<file path="config.mk">
export PLATFORM = sky130hd
export DESIGN_NAME = thread_slot_and_ready_queue_scheduler_flat
export DESIGN_NICKNAME = d
export VERILOG_FILES = /design/src/sv/tsrq_pkg.sv /design/src/sv/tsrq_req_if.sv /design/src/sv/tsrq_rsp_if.sv /design/src/sv/thread_slot_and_ready_queue_scheduler.sv /design/src/sv/tsrq_ram.sv /design/src/sv/tsrq_ctrl.sv /design/src/sv/tsrq_datapath.sv /design/src/flat_wrapper.sv
export VERILOG_INCLUDE_DIRS = /design/src /design/src/sv
export SDC_FILE = /design/constraint.sdc
export NUM_CORES = 1
export LEC_CHECK = 0
export ABC_AREA = 1
export BUFFER_PORTS_ARGS = -buffer_cell sky130_fd_sc_hd__buf_2
export CORE_UTILIZATION = 30
export CTS_CLUSTER_DIAMETER = 100
export DETAILED_ROUTE_END_ITERATION = 7
export PLACE_DENSITY = 0.45
export SYNTH_ARGS = -nofsm -noshare
export SYNTH_HDL_FRONTEND = slang
export SYNTH_HIERARCHICAL = 1
export SYNTH_SLANG_ARGS = --single-unit
</file>
<file path="constraint.sdc">
create_clock -name clock -period 16.1 [get_ports clock]
set_input_delay 3.22 -clock clock [delete_from_list [all_inputs] [get_ports clock]]
set_output_delay 3.22 -clock clock [all_outputs]
set_load 0.05 [all_outputs]
</file>
<file path="src/sv/assert_macros.svh">
// Assertion macros shared by the scheduler RTL; they compile to nothing under SYNTHESIS.
`ifndef ASSERT_MACROS_SVH
`define ASSERT_MACROS_SVH
`ifndef SYNTHESIS
// Checks that a property holds at every clock edge outside reset.
`define ASSERT_PROP(label, clk, rst, prop) \
   label: assert property (@(posedge clk) disable iff (rst) prop) \
      else $error("assertion failed: property violated");
// Checks that a condition is never true at a clock edge outside reset.
`define ASSERT_NEVER(label, clk, rst, expr) \
   label: assert property (@(posedge clk) disable iff (rst) !(expr)) \
      else $error("assertion failed: forbidden condition seen");
`else
`define ASSERT_PROP(label, clk, rst, prop)
`define ASSERT_NEVER(label, clk, rst, expr)
`endif
`endif

</file>
<file path="src/sv/tsrq_pkg.sv">
// Shared types and constants of the thread slot and ready queue scheduler.
package tsrq_pkg;

   localparam int MODE_W   = 2;
   localparam int TARGET_W = 8;
   localparam int DATA_W   = 32;
   localparam int STATUS_W = 3;
   localparam int TID_W    = 7;

   typedef enum logic [MODE_W-1:0] {
      MODE_CREATE   = 2'd0,
      MODE_YIELD    = 2'd1,
      MODE_SCHEDULE = 2'd2,
      MODE_EXIT     = 2'd3
   } mode_type;

   typedef enum logic [STATUS_W-1:0] {
      STAT_OK      = 3'd0,
      STAT_NO_SLOT = 3'd1,
      STAT_BAD_ID  = 3'd2,
      STAT_ABSENT  = 3'd3,
      STAT_HALTED  = 3'd4
   } status_type;

   typedef enum logic [2:0] {
      ST_IDLE,
      ST_DECODE,
      ST_SEARCH,
      ST_PASS,
      ST_FINISH,
      ST_READ,
      ST_RESPOND
   } state_type;

   // Commands from the controller to the datapath.
   typedef struct packed {
      logic       ready;
      logic       load;
      logic       search_init;
      logic       search_step;
      logic       create_commit;
      logic       pass_init;
      logic       pass_run;
      logic       finish;
      logic       read_run;
      logic       respond;
      logic       set_status;
      status_type code;
   } cmd_type;

   // Status from the datapath to the controller.
   typedef struct packed {
      logic     req_valid;
      logic     out_free;
      logic     halted;
      mode_type mode;
      logic     target_bad;
      logic     target_absent;
      logic     queue_empty;
      logic     slot_free;
      logic     search_last;
      logic     pass_done;
   } sts_type;

endpackage

</file>
<file path="src/sv/tsrq_req_if.sv">
// Request channel of the scheduler: valid, ready and one request beat.
interface tsrq_req_if;
   logic                              valid;
   logic                              ready;
   logic [tsrq_pkg::MODE_W-1:0]       mode;
   logic [tsrq_pkg::TARGET_W-1:0]     target;
   logic [tsrq_pkg::DATA_W-1:0]       entry_address;
   logic signed [tsrq_pkg::DATA_W-1:0] argument;

   modport source (output valid, output mode, output target, output entry_address,
                   output argument, input ready);
   modport sink (input valid, input mode, input target, input entry_address,
                 input argument, output ready);
endinterface

</file>
<file path="src/sv/tsrq_rsp_if.sv">
// Response channel of the scheduler: valid, ready and one response beat.
interface tsrq_rsp_if;
   logic                               valid;
   logic                               ready;
   logic [tsrq_pkg::STATUS_W-1:0]      status;
   logic signed [tsrq_pkg::TID_W-1:0]  result_id;
   logic signed [tsrq_pkg::TID_W-1:0]  current_thread;
   logic                               switched;
   logic [tsrq_pkg::DATA_W-1:0]        run_entry;
   logic signed [tsrq_pkg::DATA_W-1:0] run_argument;
   logic                               halted;

   modport source (output valid, output status, output result_id, output current_thread,
                   output switched, output run_entry, output run_argument, output halted,
                   input ready);
   modport sink (input valid, input status, input result_id, input current_thread,
                 input switched, input run_entry, input run_argument, input halted,
                 output ready);
endinterface

</file>
<file path="src/sv/thread_slot_and_ready_queue_scheduler.sv">
// Top level of the thread slot and ready queue scheduler.
//
// The block keeps a table of MAX_THREADS thread slots and a first-in first-out ready
// queue of thread ids, and answers every request beat (create, yield, schedule, exit)
// with exactly one response beat. Slot 0 is the running main thread after reset; its
// entry and argument read back as unknown until a create reuses that slot. A request
// is taken only while the block is idle, and one request is worked on at a time. A
// create walks the slots round-robin, one slot per cycle, until it finds a free
// slot or has tried every slot. Yield, schedule and exit make one compaction pass
// over the ready queue memory, one entry per cycle through its single read port; a
// yield with a bad or absent target, a schedule with an empty queue and any request
// while halted skip the pass. Once the last thread exits with an empty queue the
// block halts and answers every later request with status halted until reset. The
// response register frees the input side: the next request is accepted while a
// finished response still waits to be taken, and only the final load of a response
// waits for the register to empty.
module thread_slot_and_ready_queue_scheduler #(
   parameter int MAX_THREADS = 16
) (
   input logic        clock,
   input logic        reset,
   tsrq_req_if.sink   req_bus,
   tsrq_rsp_if.source rsp_bus
);

   // Command and status groups between the state machine and the datapath.
   tsrq_pkg::cmd_type cmd;
   tsrq_pkg::sts_type sts;

   // The controller sequences each request: decode, slot search or queue pass,
   // commit, slot data read and response load.
   tsrq_ctrl u_ctrl (
      .clock (clock),
      .reset (reset),
      .sts   (sts),
      .cmd   (cmd)
   );

   // The datapath holds the slot table, the queue memory, the running thread and
   // the response register, and drives both channels.
   tsrq_datapath #(
      .MAX_THREADS (MAX_THREADS)
   ) u_datapath (
      .clock   (clock),
      .reset   (reset),
      .req_bus (req_bus),
      .rsp_bus (rsp_bus),
      .cmd     (cmd),
      .sts     (sts)
   );

endmodule

</file>
<file path="src/sv/tsrq_ram.sv">
// Generic single-write, single-read RAM with a registered read port.
module tsrq_ram #(
   parameter int WIDTH = 32,
   parameter int DEPTH = 16
) (
   input  logic                     clock,
   input  logic                     wr_en,
   input  logic [$clog2(DEPTH)-1:0] wr_addr,
   input  logic [WIDTH-1:0]         wr_data,
   input  logic                     rd_en,
   input  logic [$clog2(DEPTH)-1:0] rd_addr,
   output logic [WIDTH-1:0]         rd_data
);

   logic [WIDTH-1:0] mem_ff [DEPTH];
   logic [WIDTH-1:0] rd_data_ff;

   always_ff @(posedge clock) begin
      if (wr_en) begin
         mem_ff[wr_addr] <= wr_data;
      end
      if (rd_en) begin
         rd_data_ff <= mem_ff[rd_addr];
      end
   end

   assign rd_data = rd_data_ff;

endmodule

</file>
<file path="src/sv/tsrq_ctrl.sv">
// Controller state machine of the scheduler: sequences decode, slot search and queue pass.
`include "assert_macros.svh"

module tsrq_ctrl (
   input  logic              clock,
   input  logic              reset,
   input  tsrq_pkg::sts_type sts,
   output tsrq_pkg::cmd_type cmd
);

   tsrq_pkg::state_type state_ff, state_in;

   always_ff @(posedge clock) begin
      if (reset) begin
         state_ff <= tsrq_pkg::ST_IDLE;
      end else begin
         state_ff <= state_in;
      end
   end

   // Next state.
   always_comb begin
      state_in = state_ff;
      unique case (state_ff)
         tsrq_pkg::ST_IDLE: begin
            if (sts.req_valid) begin
               state_in = tsrq_pkg::ST_DECODE;
            end
         end
         tsrq_pkg::ST_DECODE: begin
            if (sts.halted) begin
               state_in = tsrq_pkg::ST_READ;
            end else begin
               unique case (sts.mode)
                  tsrq_pkg::MODE_CREATE: state_in = tsrq_pkg::ST_SEARCH;
                  tsrq_pkg::MODE_YIELD: begin
                     if (sts.target_bad || sts.target_absent) begin
                        state_in = tsrq_pkg::ST_READ;
                     end else begin
                        state_in = tsrq_pkg::ST_PASS;
                     end
                  end
                  tsrq_pkg::MODE_SCHEDULE: begin
                     if (sts.queue_empty) begin
                        state_in = tsrq_pkg::ST_READ;
                     end else begin
                        state_in = tsrq_pkg::ST_PASS;
                     end
                  end
                  tsrq_pkg::MODE_EXIT: state_in = tsrq_pkg::ST_PASS;
               endcase
            end
         end
         tsrq_pkg::ST_SEARCH: begin
            if (sts.slot_free || sts.search_last) begin
               state_in = tsrq_pkg::ST_READ;
            end
         end
         tsrq_pkg::ST_PASS: begin
            if (sts.pass_done) begin
               state_in = tsrq_pkg::ST_FINISH;
            end
         end
         tsrq_pkg::ST_FINISH: state_in = tsrq_pkg::ST_READ;
         tsrq_pkg::ST_READ: state_in = tsrq_pkg::ST_RESPOND;
         tsrq_pkg::ST_RESPOND: begin
            if (sts.out_free) begin
               state_in = tsrq_pkg::ST_IDLE;
            end
         end
         default: state_in = tsrq_pkg::ST_IDLE;
      endcase
   end

   // Commands.
   always_comb begin
      cmd = '0;
      unique case (state_ff)
         tsrq_pkg::ST_IDLE: begin
            cmd.ready = 1'b1;
            cmd.load  = sts.req_valid;
         end
         tsrq_pkg::ST_DECODE: begin
            if (sts.halted) begin
               cmd.set_status = 1'b1;
               cmd.code       = tsrq_pkg::STAT_HALTED;
            end else begin
               unique case (sts.mode)
                  tsrq_pkg::MODE_CREATE: cmd.search_init = 1'b1;
                  tsrq_pkg::MODE_YIELD: begin
                     priority if (sts.target_bad) begin
                        cmd.set_status = 1'b1;
                        cmd.code       = tsrq_pkg::STAT_BAD_ID;
                     end else if (sts.target_absent) begin
                        cmd.set_status = 1'b1;
                        cmd.code       = tsrq_pkg::STAT_ABSENT;
                     end else begin
                        cmd.pass_init = 1'b1;
                     end
                  end
                  tsrq_pkg::MODE_SCHEDULE: cmd.pass_init = !sts.queue_empty;
                  tsrq_pkg::MODE_EXIT: cmd.pass_init = 1'b1;
               endcase
            end
         end
         tsrq_pkg::ST_SEARCH: begin
            priority if (sts.slot_free) begin
               cmd.create_commit = 1'b1;
            end else if (sts.search_last) begin
               cmd.set_status = 1'b1;
               cmd.code       = tsrq_pkg::STAT_NO_SLOT;
            end else begin
               cmd.search_step = 1'b1;
            end
         end
         tsrq_pkg::ST_PASS: cmd.pass_run = 1'b1;
         tsrq_pkg::ST_FINISH: cmd.finish = 1'b1;
         tsrq_pkg::ST_READ: cmd.read_run = 1'b1;
         tsrq_pkg::ST_RESPOND: cmd.respond = sts.out_free;
         default: cmd = '0;
      endcase
   end

   `ASSERT_PROP(a_load_goes_decode, clock, reset, cmd.load |=> state_ff == tsrq_pkg::ST_DECODE)
   `ASSERT_PROP(a_pass_exits_to_finish, clock, reset, state_ff == tsrq_pkg::ST_PASS |=> state_ff == tsrq_pkg::ST_PASS || state_ff == tsrq_pkg::ST_FINISH)
   `ASSERT_PROP(a_one_action, clock, reset, $onehot0({cmd.load, cmd.search_step, cmd.create_commit, cmd.pass_run, cmd.finish, cmd.read_run, cmd.respond}))

endmodule

</file>
<file path="src/sv/tsrq_datapath.sv">
// Datapath of the scheduler: slot table, ready queue memory, counters and response register.
`include "assert_macros.svh"

module tsrq_datapath #(
   parameter int MAX_THREADS = 16
) (
   input  logic              clock,
   input  logic              reset,
   tsrq_req_if.sink          req_bus,
   tsrq_rsp_if.source        rsp_bus,
   input  tsrq_pkg::cmd_type cmd,
   output tsrq_pkg::sts_type sts
);

   localparam int IW     = $clog2(MAX_THREADS);
   localparam int CW     = $clog2(MAX_THREADS + 1);
   localparam int PAD    = tsrq_pkg::TID_W - IW;
   localparam int DW     = tsrq_pkg::DATA_W;
   localparam int SLOT_W = 2 * DW;

   // Control state.
   logic [MAX_THREADS-1:0] valid_ff, valid_in;
   logic [CW-1:0]          count_ff, count_in;
   logic [IW-1:0]          run_ff, run_in;
   logic                   halted_ff, halted_in;
   logic [IW-1:0]          search_ff, search_in;
   logic [CW-1:0]          rd_ff, rd_in;
   logic [CW-1:0]          wr_ff, wr_in;
   logic                   pend_ff, pend_in;
   logic                   found_ff, found_in;
   logic                   out_valid_ff, out_valid_in;

   // Working and payload registers.
   tsrq_pkg::mode_type          mode_ff, mode_in;
   logic [tsrq_pkg::TARGET_W-1:0] target_ff, target_in;
   logic [DW-1:0]               entry_ff, entry_in;
   logic [DW-1:0]               arg_ff, arg_in;
   logic [IW-1:0]               cand_ff, cand_in;
   logic [IW-1:0]               steps_ff, steps_in;
   logic                        first_ff, first_in;
   logic [IW-1:0]               head_ff, head_in;
   tsrq_pkg::status_type        stat_ff, stat_in;
   logic [tsrq_pkg::TID_W-1:0]  result_ff, result_in;
   logic                        switch_ff, switch_in;
   tsrq_pkg::status_type        out_status_ff, out_status_in;
   logic [tsrq_pkg::TID_W-1:0]  out_result_ff, out_result_in;
   logic [tsrq_pkg::TID_W-1:0]  out_current_ff, out_current_in;
   logic                        out_switch_ff, out_switch_in;
   logic [DW-1:0]               out_entry_ff, out_entry_in;
   logic [DW-1:0]               out_arg_ff, out_arg_in;
   logic                        out_halted_ff, out_halted_in;

   // Memory ports.
   logic [SLOT_W-1:0] slot_rd;
   logic              q_we;
   logic              q_re;
   logic [IW-1:0]     q_waddr;
   logic [IW-1:0]     q_wdata;
   logic [IW-1:0]     q_rd;

   // Derived conditions.
   logic [IW-1:0] tgt_id;
   logic          target_bad;
   logic          rd_more;
   logic          is_run;
   logic          capture;
   logic          keep;
   logic          wr_room;
   logic          count_room;
   logic          append_fin;

   assign tgt_id     = target_ff[IW-1:0];
   assign target_bad = target_ff >= tsrq_pkg::TARGET_W'(MAX_THREADS);
   assign rd_more    = rd_ff != count_ff;
   assign is_run     = q_rd == run_ff;
   // Schedule takes the entry at the queue head; exit takes the first entry that
   // is not the exiting thread.
   assign capture    = (mode_ff == tsrq_pkg::MODE_SCHEDULE && first_ff) ||
                       (mode_ff == tsrq_pkg::MODE_EXIT && !is_run && !found_ff);
   assign keep       = pend_ff && !(is_run || capture ||
                       (mode_ff == tsrq_pkg::MODE_YIELD && q_rd == tgt_id));
   assign wr_room    = wr_ff != CW'(MAX_THREADS);
   assign count_room = count_ff != CW'(MAX_THREADS);
   assign append_fin = cmd.finish && wr_room &&
                       (mode_ff == tsrq_pkg::MODE_YIELD || mode_ff == tsrq_pkg::MODE_SCHEDULE);

   assign q_we    = (cmd.pass_run && keep) || (cmd.create_commit && count_room) || append_fin;
   assign q_re    = cmd.pass_run && rd_more;
   assign q_waddr = cmd.create_commit ? count_ff[IW-1:0] : wr_ff[IW-1:0];
   assign q_wdata = cmd.create_commit ? cand_ff : (cmd.pass_run ? q_rd : run_ff);

   tsrq_ram #(
      .WIDTH (SLOT_W),
      .DEPTH (MAX_THREADS)
   ) u_slot_ram (
      .clock   (clock),
      .wr_en   (cmd.create_commit),
      .wr_addr (cand_ff),
      .wr_data ({entry_ff, arg_ff}),
      .rd_en   (cmd.read_run),
      .rd_addr (run_ff),
      .rd_data (slot_rd)
   );

   tsrq_ram #(
      .WIDTH (IW),
      .DEPTH (MAX_THREADS)
   ) u_queue_ram (
      .clock   (clock),
      .wr_en   (q_we),
      .wr_addr (q_waddr),
      .wr_data (q_wdata),
      .rd_en   (q_re),
      .rd_addr (rd_ff[IW-1:0]),
      .rd_data (q_rd)
   );

   always_comb begin
      valid_in       = valid_ff;
      count_in       = count_ff;
      run_in         = run_ff;
      halted_in      = halted_ff;
      search_in      = search_ff;
      rd_in          = rd_ff;
      wr_in          = wr_ff;
      pend_in        = pend_ff;
      found_in       = found_ff;
      mode_in        = mode_ff;
      target_in      = target_ff;
      entry_in       = entry_ff;
      arg_in         = arg_ff;
      cand_in        = cand_ff;
      steps_in       = steps_ff;
      first_in       = first_ff;
      head_in        = head_ff;
      stat_in        = stat_ff;
      result_in      = result_ff;
      switch_in      = switch_ff;
      out_valid_in   = out_valid_ff;
      out_status_in  = out_status_ff;
      out_result_in  = out_result_ff;
      out_current_in = out_current_ff;
      out_switch_in  = out_switch_ff;
      out_entry_in   = out_entry_ff;
      out_arg_in     = out_arg_ff;
      out_halted_in  = out_halted_ff;

      if (cmd.load) begin
         mode_in   = tsrq_pkg::mode_type'(req_bus.mode);
         target_in = req_bus.target;
         entry_in  = req_bus.entry_address;
         arg_in    = req_bus.argument;
         stat_in   = tsrq_pkg::STAT_OK;
         result_in = '1;
         switch_in = 1'b0;
      end
      if (cmd.set_status) begin
         stat_in = cmd.code;
      end
      if (cmd.search_init) begin
         cand_in  = search_ff;
         steps_in = '0;
      end
      if (cmd.search_step) begin
         cand_in  = (cand_ff == IW'(MAX_THREADS - 1)) ? '0 : cand_ff + IW'(1);
         steps_in = steps_ff + IW'(1);
      end
      if (cmd.create_commit) begin
         valid_in[cand_ff] = 1'b1;
         search_in         = cand_ff;
         result_in         = {{PAD{1'b0}}, cand_ff};
         if (count_room) begin
            count_in = count_ff + CW'(1);
         end
      end
      if (cmd.pass_init) begin
         rd_in    = '0;
         wr_in    = '0;
         pend_in  = 1'b0;
         found_in = 1'b0;
      end
      if (cmd.pass_run) begin
         pend_in  = rd_more;
         first_in = rd_ff == '0;
         if (rd_more) begin
            rd_in = rd_ff + CW'(1);
         end
         if (pend_ff && capture) begin
            head_in  = q_rd;
            found_in = 1'b1;
         end
         if (keep) begin
            wr_in = wr_ff + CW'(1);
         end
      end
      if (cmd.finish) begin
         unique case (mode_ff)
            tsrq_pkg::MODE_YIELD: begin
               run_in    = tgt_id;
               result_in = {{PAD{1'b0}}, run_ff};
               switch_in = tgt_id != run_ff;
               count_in  = wr_ff + CW'(wr_room);
            end
            tsrq_pkg::MODE_SCHEDULE: begin
               run_in    = head_ff;
               result_in = {{PAD{1'b0}}, run_ff};
               switch_in = head_ff != run_ff;
               count_in  = wr_ff + CW'(wr_room);
            end
            tsrq_pkg::MODE_EXIT: begin
               valid_in[run_ff] = 1'b0;
               count_in         = wr_ff;
               if (found_ff) begin
                  run_in    = head_ff;
                  switch_in = 1'b1;
               end else begin
                  halted_in = 1'b1;
                  stat_in   = tsrq_pkg::STAT_HALTED;
               end
            end
            tsrq_pkg::MODE_CREATE: begin
               run_in = run_ff;
            end
         endcase
      end
      if (cmd.respond) begin
         out_valid_in   = 1'b1;
         out_status_in  = stat_ff;
         out_result_in  = result_ff;
         out_switch_in  = switch_ff;
         out_halted_in  = halted_ff;
         out_current_in = halted_ff ? '1 : {{PAD{1'b0}}, run_ff};
         out_entry_in   = halted_ff ? '0 : slot_rd[SLOT_W-1:DW];
         out_arg_in     = halted_ff ? '0 : slot_rd[DW-1:0];
      end else if (rsp_bus.ready) begin
         out_valid_in = 1'b0;
      end
   end

   always_ff @(posedge clock) begin
      if (reset) begin
         valid_ff     <= MAX_THREADS'(1);
         count_ff     <= '0;
         run_ff       <= '0;
         halted_ff    <= 1'b0;
         search_ff    <= '0;
         rd_ff        <= '0;
         wr_ff        <= '0;
         pend_ff      <= 1'b0;
         found_ff     <= 1'b0;
         out_valid_ff <= 1'b0;
      end else begin
         valid_ff     <= valid_in;
         count_ff     <= count_in;
         run_ff       <= run_in;
         halted_ff    <= halted_in;
         search_ff    <= search_in;
         rd_ff        <= rd_in;
         wr_ff        <= wr_in;
         pend_ff      <= pend_in;
         found_ff     <= found_in;
         out_valid_ff <= out_valid_in;
      end
   end

   always_ff @(posedge clock) begin
      mode_ff        <= mode_in;
      target_ff      <= target_in;
      entry_ff       <= entry_in;
      arg_ff         <= arg_in;
      cand_ff        <= cand_in;
      steps_ff       <= steps_in;
      first_ff       <= first_in;
      head_ff        <= head_in;
      stat_ff        <= stat_in;
      result_ff      <= result_in;
      switch_ff      <= switch_in;
      out_status_ff  <= out_status_in;
      out_result_ff  <= out_result_in;
      out_current_ff <= out_current_in;
      out_switch_ff  <= out_switch_in;
      out_entry_ff   <= out_entry_in;
      out_arg_ff     <= out_arg_in;
      out_halted_ff  <= out_halted_in;
   end

   assign req_bus.ready = cmd.ready;

   assign rsp_bus.valid          = out_valid_ff;
   assign rsp_bus.status         = out_status_ff;
   assign rsp_bus.result_id      = out_result_ff;
   assign rsp_bus.current_thread = out_current_ff;
   assign rsp_bus.switched       = out_switch_ff;
   assign rsp_bus.run_entry      = out_entry_ff;
   assign rsp_bus.run_argument   = out_arg_ff;
   assign rsp_bus.halted         = out_halted_ff;

   always_comb begin
      sts               = '0;
      sts.req_valid     = req_bus.valid;
      sts.out_free      = !out_valid_ff || rsp_bus.ready;
      sts.halted        = halted_ff;
      sts.mode          = mode_ff;
      sts.target_bad    = target_bad;
      sts.target_absent = !valid_ff[tgt_id];
      sts.queue_empty   = count_ff == '0;
      sts.slot_free     = !valid_ff[cand_ff];
      sts.search_last   = steps_ff == IW'(MAX_THREADS - 1);
      sts.pass_done     = !rd_more && !pend_ff;
   end

   `ASSERT_NEVER(a_count_bound, clock, reset, count_ff > CW'(MAX_THREADS))
   `ASSERT_PROP(a_running_slot_valid, clock, reset, !halted_ff |-> valid_ff[run_ff])
   `ASSERT_PROP(a_halt_sticky, clock, reset, halted_ff |=> halted_ff)
   `ASSERT_PROP(a_write_behind_read, clock, reset, cmd.pass_run |-> wr_ff <= rd_ff)

endmodule

</file>
<file path="src/flat_wrapper.sv">
// flat-port wrapper written by rule: the top's interface ports become plain ports
module thread_slot_and_ready_queue_scheduler_flat 
#(
   parameter int MAX_THREADS = 16
)
  (clock, reset, req_bus_valid, req_bus_mode, req_bus_target, req_bus_entry_address, req_bus_argument, req_bus_ready, rsp_bus_valid, rsp_bus_status, rsp_bus_result_id, rsp_bus_current_thread, rsp_bus_switched, rsp_bus_run_entry, rsp_bus_run_argument, rsp_bus_halted, rsp_bus_ready);
  tsrq_req_if req_bus_i ();
  tsrq_rsp_if rsp_bus_i ();
  input logic clock;
  input logic reset;
  input wire logic [$bits(req_bus_i.valid)-1:0] req_bus_valid;
  input wire logic [$bits(req_bus_i.mode)-1:0] req_bus_mode;
  input wire logic [$bits(req_bus_i.target)-1:0] req_bus_target;
  input wire logic [$bits(req_bus_i.entry_address)-1:0] req_bus_entry_address;
  input wire logic [$bits(req_bus_i.argument)-1:0] req_bus_argument;
  output wire logic [$bits(req_bus_i.ready)-1:0] req_bus_ready;
  output wire logic [$bits(rsp_bus_i.valid)-1:0] rsp_bus_valid;
  output wire logic [$bits(rsp_bus_i.status)-1:0] rsp_bus_status;
  output wire logic [$bits(rsp_bus_i.result_id)-1:0] rsp_bus_result_id;
  output wire logic [$bits(rsp_bus_i.current_thread)-1:0] rsp_bus_current_thread;
  output wire logic [$bits(rsp_bus_i.switched)-1:0] rsp_bus_switched;
  output wire logic [$bits(rsp_bus_i.run_entry)-1:0] rsp_bus_run_entry;
  output wire logic [$bits(rsp_bus_i.run_argument)-1:0] rsp_bus_run_argument;
  output wire logic [$bits(rsp_bus_i.halted)-1:0] rsp_bus_halted;
  input wire logic [$bits(rsp_bus_i.ready)-1:0] rsp_bus_ready;
  assign req_bus_i.valid = req_bus_valid;
  assign req_bus_i.mode = req_bus_mode;
  assign req_bus_i.target = req_bus_target;
  assign req_bus_i.entry_address = req_bus_entry_address;
  assign req_bus_i.argument = req_bus_argument;
  assign req_bus_ready = req_bus_i.ready;
  assign rsp_bus_valid = rsp_bus_i.valid;
  assign rsp_bus_status = rsp_bus_i.status;
  assign rsp_bus_result_id = rsp_bus_i.result_id;
  assign rsp_bus_current_thread = rsp_bus_i.current_thread;
  assign rsp_bus_switched = rsp_bus_i.switched;
  assign rsp_bus_run_entry = rsp_bus_i.run_entry;
  assign rsp_bus_run_argument = rsp_bus_i.run_argument;
  assign rsp_bus_halted = rsp_bus_i.halted;
  assign rsp_bus_i.ready = rsp_bus_ready;
  thread_slot_and_ready_queue_scheduler #(.MAX_THREADS(MAX_THREADS)) u_core (.clock(clock), .reset(reset), .req_bus(req_bus_i), .rsp_bus(rsp_bus_i));
endmodule
</file>
Word level (Yosys, flattened, before mapping)
Memories as Yosys holds them, arrays and structs flattened. A register that Yosys moved wholly into a read port is not among the register bits. Cells that the tools add are included.

Bits in registers: 227. Memory bits (writable): 1088. Logic and storage cells: 205. Memories kept: 2.

Memory list: u_core.u_datapath.u_slot_ram.mem_ff (depth 16, width 64, rd ports 1, clocked after memory_dff 1, wr ports 1, RTL line tsrq_ram.sv:15) `logic [WIDTH-1:0] mem_ff [DEPTH];`; u_core.u_datapath.u_queue_ram.mem_ff (depth 16, width 4, rd ports 1, clocked after memory_dff 1, wr ports 1, RTL line tsrq_ram.sv:15).

Add/sub/neg operators: 6. $lt $le $gt $ge: 6. Equality and inequality tests: 23. Muxes and demuxes: 89. Bitwise gates (word level): 5. Reduce and logical (&&, ||, !) cells: 44.

Operator list (count): 4-bit two-way mux (15); 16-bit two-way mux (3); 5-bit two-way mux (9); 3-bit two-way mux (12); 7-bit two-way mux (5); 1-bit two-way mux (32); 3-bit one-hot mux with 7 select lines (1); 16-bit AND (1); 16-bit inverter (1); 16-bit OR (1); 5-bit by 1-bit adder with 5-bit output (second input constant) (3); 4-bit by 5-bit less-than comparator with 1-bit output (second input constant) (3); 1-bit logical AND (14); 3-bit one-hot mux with 4 select lines (1); 4-bit one-hot mux with 3 select lines (1); 5-bit logical NOT (2); 5-bit inequality test (second input constant) (2); 5-bit one-hot mux with 2 select lines (1); 3-bit == test (second input constant) (3); 1-bit logical NOT (9); 1-bit logical OR (9); 4-bit by 1-bit adder with 4-bit output (second input constant) (2); 1-bit binary-select mux with 4-bit select (2); 1-bit demux with 4-bit select (2); 24 further kinds (39).

Depth between registers and ports, before layout
Gate-level depths: netlist of the first run.

Depth in word-level cells: 14. Depth in mapped cells: 17. Mapped depth without buffers: 16.

By module
Netlist of the first run, hierarchy kept.

By module, submodules not included: tsrq_ram at u_core.u_datapath.u_slot_ram (instances 1, cells each 4210, area an instance 45926.5 µm²); tsrq_datapath (instances 1, cells each 865, area an instance 9127.5 µm²); tsrq_ram at u_core.u_datapath.u_queue_ram (instances 1, cells each 290, area an instance 3006.6 µm²); tsrq_ctrl (instances 1, cells each 78, area an instance 380.4 µm²).

Least setup slack after synthesis of the first run
No wires, ideal clock.

Path kind: input -> register. Start point: input port rsp_bus_ready. End point: register u_core.u_datapath.out_current_ff, in the netlist u_core/u_datapath/rsp_bus.current_thread[0] (enable). Setup time: 619 ps. Data arrival time: 8842 ps. Required time: 15481 ps. Slack: 6640 ps. Cell stages on the path: 4. Path buffers: 0. Path through: inv_1 nand2_1 inv_1 nor3_1.

RTL lines: start: declaration (RTL line flat_wrapper.sv:25) `input wire logic [$bits(rsp_bus_i.ready)-1:0] rsp_bus_ready;`; end signal: assignment (RTL line tsrq_datapath.sv:280) `out_current_ff <= out_current_in;`; end: declaration (RTL line tsrq_datapath.sv:47) `logic [tsrq_pkg::TID_W-1:0] out_current_ff, out_current_in;`.

Worst setup path in the final report of the first run
Start point: register u_core.u_ctrl.state_ff[0]. End point: output port req_bus_ready.

Longest elaborated chain between the ends: 2.

RTL lines: start: declaration (RTL line tsrq_ctrl.sv:11) `tsrq_pkg::state_type state_ff, state_in;`; start signal: assignment (RTL line tsrq_ctrl.sv:15) `state_ff <= tsrq_pkg::ST_IDLE;`; start signal: assignment (RTL line tsrq_ctrl.sv:17) `state_ff <= state_in;`; 3-bit logical NOT (RTL line tsrq_ctrl.sv:78) `unique case (state_ff)`; 2-bit two-way mux (RTL line tsrq_ctrl.sv:78); end: declaration (RTL line flat_wrapper.sv:16) `output wire logic [$bits(req_bus_i.ready)-1:0] req_bus_ready;`.

No other way between the ends.

==> impl_results.md, run 1 <==
- Crit Path Category: register to primary output
- Cell Count, Final, Fillers Out: ~8.2k
- H-tree levels: 4
- Worst slew pin tran: roughly 1.1 ns
- Crit path DAT: ~1.9 ns
- Grt ovf: 0
- Overall Power: around 0.0090 W
- Leakage: 27.1 nW
- Global-route wire length before repair: approximately 240 mm
- Port bufs: 162
- Die height: between 400 and 500 um
- Drt first pass iters: 5
- Vias per cell: about 4.5
- Final period util: between 30% and 40%
- #FFs+latches synth: 1380
- Slew headroom: 27.0%
- Die Wd: ~440 um
- DRC Markers: 0
- Ys async rst share: 0%
- Most area-hungry cell type in the Yosys netlist: edfxtp_1
- Clock sinks: around 1.4k
- Top-count cell post-synth: nand2_1
- Nets: approximately 5.7k
- RSZ-0062 raised after global routing: no
- Setup Buffers After CTS: 0
- Layout cells sized above 1: between 8 and 9%
- R2R setup slack: about 12 ns
- Hold buffer count at CTS: 0
- Number of synthesized flops with an enable pin: 1323
- Synth Warn #: 6
- Post-synth top cells: nand2_1 (1578), edfxtp_1 (1323), inv_1 (966), nand3_1 (855), nor2_1 (186)
- Initial antenna violation count: 3
- Fillers: 19.2k
- Layout area overhead: 13.5%
- Clock skew: 0.0308 ns
- Top FF cell, synth: edfxtp_1
- Num CTS Buffers: around 160
- Final setup fails: 0
- Final hold violations: 0
- Top cells by area, synth: edfxtp_1 (68%), nand2_1 (10%), nand3_1 (7.3%), inv_1 (6.2%), dfxtp_1 (2.0%)
- Post-DP HPWL: roughly 82 mm
- CP Max Fanout: 6
- Hold Crit Class: register to register
- Initial Util: between 30 and 40%
- CTS Root Cell: clkbuf_16
- Post-Syn Nets: around 5.5k
- Syn Area/Cell: around 11 um2
- Status: finished, final reports clean
- GRT Total Usage: approximately 16%
- Fin crit period: around 5 ns
- DIE AREA: 197000 um2
- Post-DRT Antenna Nets: 0
- Seq/Total Area, Yosys: 69.9%
- Clk buf depth: 3
- F_max: between 0.15 and 0.2 GHz
- Largest net degree at the start of global routing: roughly 230
- Row cnt: 161
- Total negative slack: 0 ns
- Gp weighted congestion: approximately 0.79
- CTS tree: yes
- Power density over the cells: roughly 140 nW/um2
- Placed insts: roughly 7.9k
- I/O pins: 163
- Vias in the first global route: 35.8k
- CP Data Required Time: ~13 ns
- Hold slack: between 0.4 and 0.5 ns
- Total vias in the final route: between 30k and 40k
- Drt wl/cell: roughly 19 um
- VDD IR max: about 0.12 mV
- Skew-Pair Late Insertion Delay: just over 0.8 ns
- Core box area: between 150000 and 200000 um2
- Netlist cell types: 38
- Mapped Cells: 5443
- CTS resizes: 0
- Crit path launch type: register
- CTS clk-pin slew, worst paths: 0.06 ns
- Max-cap violations: 0
- Critical Path Sink Type: primary output
- Final Max Tran Viols: 0
- Top cell type's share of synthesized area: 68.0%
- Final WL: 160 mm
- Mapped cell area: between 50000 and 60000 um2
- Initial drt markers: between 2k and 2.5k
==> cell type report <==
type                            count  area, um2  area share (%)
Antenna cell                        4       10.0          0.0151
Clock buffer                      201       4220            6.37
Sequential cell                  1380      40900            61.6
Inverter                          979       3710            5.60
Clock inverter                     81        611           0.921
Tap cell                         2526       3160            4.77
Multi-Input combinational cell   2829      12400            18.7
Timing Repair Buffer              225       1320            1.99
==> worst paths after layout <==
path,from,end,cells after the start
worst min register to register,u_core/u_datapath/result_ff[5],u_core/u_datapath/rsp_bus.result_id[5],0
worst min-delay path,u_core/u_datapath/result_ff[5],u_core/u_datapath/rsp_bus.result_id[5],0
worst max-delay path,u_core/u_ctrl/state_ff[0],req_bus_ready,4
worst max register to register,u_core/u_datapath/cand_ff[0],u_core/u_datapath/u_slot_ram/mem_ff[15][34],12
==> layout by cell type (no fill, tap or decap), types with 3 or more instances in the layout <==
| cell type | count |
|---|---|
| clkinv_8 | 4 |
| nand4_1 | 5 |
| a21boi_0 | 3 |
| buf_2 | 162 |
| dfxtp_1 | 52 |
| clkinvlp_4 | 4 |
| xor2_1 | 12 |
| inv_6 | 7 |
| a31oi_1 | 10 |
| edfxtp_1 | 1323 |
| nand3b_1 | 5 |
| ha_1 | 17 |
| nor2_4 | 18 |
| buf_12 | 3 |
| o21ai_0 | 66 |
| nor2_2 | 4 |
| diode_2 | 4 |
| nor2_1 | 168 |
| clkbuf_1 | 38 |
| clkbuf_16 | 163 |
| nand2_1 | 1578 |
| inv_1 | 965 |
| xnor2_1 | 5 |
| or2_2 | 4 |
| clkinv_2 | 25 |
| inv_16 | 4 |
| a21oi_1 | 55 |
| o211ai_1 | 9 |
| clkinv_1 | 36 |
| dfxtp_4 | 5 |
| bufinv_16 | 5 |
| nand3_1 | 855 |
| buf_4 | 60 |
| inv_2 | 6 |
==> per-stage QoR <==
step                      area (um2)  worst slack (ns)  util [%]
after floorplan                58400              6.64         -
after global placement         61500             10.69      31.9
after detailed placement       61500             10.72      31.9
after CTS                      66300             10.93      34.4
after global routing           66300             10.87      34.4
final                          66300             10.98      34.4
==> state kept, by name, indices dropped and copies added, names as in the netlist, 4 cells and up <==
register,flops
u_core/u_datapath/arg_ff,32
u_core/u_datapath/cand_ff,4
u_core/u_datapath/count_ff,5
u_core/u_datapath/entry_ff,32
u_core/u_datapath/head_ff,4
u_core/u_datapath/rd_ff,5
u_core/u_datapath/result_ff,7
u_core/u_datapath/rsp_bus.current_thread,5
u_core/u_datapath/rsp_bus.result_id,7
u_core/u_datapath/rsp_bus.run_argument,32
u_core/u_datapath/rsp_bus.run_entry,32
u_core/u_datapath/run_ff,4
u_core/u_datapath/search_ff,4
u_core/u_datapath/steps_ff,4
u_core/u_datapath/target_ff,8
u_core/u_datapath/u_queue_ram/mem_ff,64
u_core/u_datapath/u_queue_ram/rd_data,4
u_core/u_datapath/u_slot_ram/mem_ff,1024
u_core/u_datapath/u_slot_ram/rd_data,64
u_core/u_datapath/valid_ff,16
u_core/u_datapath/wr_ff,5
==> cells by family after synthesis <==
logic type	after synthesis	synth area share [%]
DFF	1380	69.9
adders and majority gates	17	0.364
xor gates and xnor gates	17	0.255
AOI/OAI and AO/OA	151	1.42
and+or+nand+nor	2644	18.9
buffers and inverters	1234	9.09
==> critical path, cell delays in order (launching register included) <==
cell     delay [ns]
dfxtp_1        0.37
nor2_1         0.19
nand2_1        0.15
inv_1          0.11
buf_2          0.27
==> report_power, final <==
part	internal (W)	switching [W]	total, W
Combinational	0.000276	0.000779	0.00106
Sequential	0.00427	0.000243	0.00451
Clock	0.00194	0.00147	0.00340
==> metal layers <==
metal	share of wire, %	track usage [%]	routed length (um)	vias to the layer above
met5	0.0044	0	7	-
met4	2.1	4.64	3390	2
met3	4.0	2.57	6350	213
met2	49	27.2	77800	724
met1	45	21.3	72100	18000
li1	-	-	-	18000
Power figures use the tool's default switching activity.
==> run 2, diff against run 1 <==
Clock period 16.1 ns to 5.2 ns, I/O delays scaled along.
==> run 2 against run 1 <==
Routed wire length rose by 1.7%. Design area rose by 0.50%. Worst setup slack got worse by 9.8 ns. Clock skew rose by 0.026 ns. Flip-flop and latch count did not move. Highest routed layer is now met4. Critical path depth rose by 7. Die area did not move. Total power rose to 3.2 times the previous value. Sequential power rose to 3.1 times the previous value. Clock power rose to 3.2 times the previous value. Via count rose by 0.55%. Combinational power rose to 3.2 times the previous value. Critical path type is now register to register. Largest cell class unchanged.
==> impl_results.md, run 2 (synthesis gave the netlist of run 1 again) <==
- Gp weighted congestion: between 0.8 and 0.9
- Fin crit period: 4.06 ns
- Clock sinks: between 1k and 1.5k
- VDD IR max: 0.389 mV
- Skew-Pair Late Insertion Delay: about 0.81 ns
- Nets: about 5.7k
- Core box area: just under 200000 um2
- Num CTS Buffers: between 150 and 200
- CP Max Fanout: 20
- Critical Path Stages: 11
- Status: finished, final reports clean
- Drt first pass iters: 6
- Die Wd: around 440 um
- Final period util: about four fifths
- Total vias in the final route: about 37k
- Final WL: roughly 160 mm
- CP delay by family, top: simple AND/OR/NAND/NOR gates
- Drt wl/cell: 19.7 um
- Placement Cell Area: between 60000 and 70000 um2
- Post-DRT Antenna Nets: 0
- Cell mode on critical path: nor2_1
- Reg-to-Reg Start: u_core/u_datapath/cand_ff[0]
- Clk buf depth: 3
- Global-route wire length before repair: 241 mm
- CP cell instances: inv_2 -> nor2_1 -> a21oi_1 -> o21ai_0 -> nand2_1 -> nand4_1 -> inv_1 -> nor2_1 -> nand3b_1 -> nor2_4 -> buf_4
- DRC Markers: 0
- Worst path slowest cell: nor2_4
- Reg2reg path depth: 11
- Hold Crit Class: input port to register
- Commonest non-fill, non-tap cell in the layout: nand2_1
- Hold buffer count at CTS: 0
- Crit Path Category: register to register
- WP buf/inv: 3
- Initial drt markers: 2779
- Max-cap violations: 0
- H-tree levels: 4
- RSZ-0062 raised after global routing: no
- Initial Util: 30.3%
- Power density over the cells: between 400 and 500 nW/um2
- Crit path launch type: register
- Worst slew pin tran: between 1 and 1.5 ns
- CP Data Required Time: roughly 5.7 ns
- F_max: approximately 0.25 GHz
- Largest net degree at the start of global routing: 248
- Layout area overhead: 14.1%
- Vias in the first global route: ~36k
- Total negative slack: 0 ns
- Port bufs: 162
- Critical Path Sink Type: register
- Worst path max stage delay: 0.73 ns
- Setup crit start: u_core/u_datapath/cand_ff[0]
- CTS resizes: 0
- Core Util, Final: about a third
- Vias per cell: between 4 and 5
- Die height: between 400 and 500 um
- Crit path to: u_core/u_datapath/u_slot_ram/mem_ff[7][17]
- Largest Register: u_core/u_datapath/u_slot_ram/mem_ff
- CTS Root Cell: clkbuf_16
- Leakage: around 27 nW
- GRT Total Usage: between 10% and 20%
- Reg2reg end: u_core/u_datapath/u_slot_ram/mem_ff[7][17]
- Layout cells sized above 1: roughly 8.6%
- Final hold violations: 0
- Final Max Tran Viols: 0
- Final instance area: between 60000 and 70000 um2
- I/O pins: roughly 160
- Setup Buffers After CTS: 0
- Row cnt: 161
- Commonest non-fill, non-tap cells in the layout: nand2_1 (1578), edfxtp_1 (1323), inv_1 (965)
- Hold slack: roughly 0.4 ns
- Crit path DAT: ~4.5 ns
- Post-DP HPWL: 91.8 mm
- Initial antenna violation count: 1
- Max reg flops: 1024
- Slew headroom: about 15%
- CTS tree: yes
- CTS clk-pin slew, worst paths: 0.06 ns
- R2R setup slack: 1.14 ns
- Grt ovf: 0
- DIE AREA: between 150000 and 200000 um2
- Final setup fails: 0
- Clock skew: between 0.05 and 0.06 ns
==> run 2: cell types whose count changed in the layout (fill, tap and decap cells not counted), moves of 3 or more <==
cell       previous run  this run
buf_12                3        12
clkinv_4              1         4
buf_4                60        54
clkbuf_1             38        35
clkinv_16             0         3
bufinv_16             5        10
clkinv_2             25        20
==> run 2: area by class of cell <==
cell class | instances | area (um2)
clock buffers | 197 | 4170
clock inverters | 87 | 848
fillers | 19400 | 126000
multi-input cells | 2829 | 12400
flip-flops and latches | 1380 | 40900
repair buffers | 228 | 1460
diodes | 3 | 7.51
well taps | 2526 | 3160
inverters | 979 | 3710
==> run 2: report_power, final <==
| part | internal (W) | switching (W) |
|---|---|---|
| sequential | 0.0132 | 0.000914 |
| combinational | 0.000872 | 0.00248 |
| clock | 0.00623 | 0.00463 |
| total | 0.0203 | 0.00802 |
==> run 2: worst min-delay path by stage <==
stage,from,end,cells after the start
4_1_cts,req_bus_argument[9],u_core/u_datapath/arg_ff[9],1
3_3_place_gp,u_core/u_datapath/switch_ff,u_core/u_datapath/rsp_bus.switched,0
6_report,req_bus_argument[9],u_core/u_datapath/arg_ff[9],1
2_1_floorplan,u_core/u_datapath/result_ff[0],u_core/u_datapath/rsp_bus.result_id[0],0
5_1_grt,req_bus_argument[9],u_core/u_datapath/arg_ff[9],1
3_5_place_dp,u_core/u_datapath/result_ff[4],u_core/u_datapath/rsp_bus.result_id[4],0
==> run 2: routing by layer <==
metal,global-route usage [%],share of wire (%)
met1,22.9,47
met2,26.8,47
met3,2.35,4.1
met4,3.69,1.6
met5,0,0
==> run 2: stage by stage <==
step	worst slack [ns]	power, W	cells
2_1_floorplan	0.0764	0.0162	5443
3_3_place_gp	1.06	0.0178	7942
3_5_place_dp	1.12	0.0178	7942
4_1_cts	1.12	0.0288	8226
5_1_grt	0.817	0.0296	8226
6_report	1.14	0.0283	8229
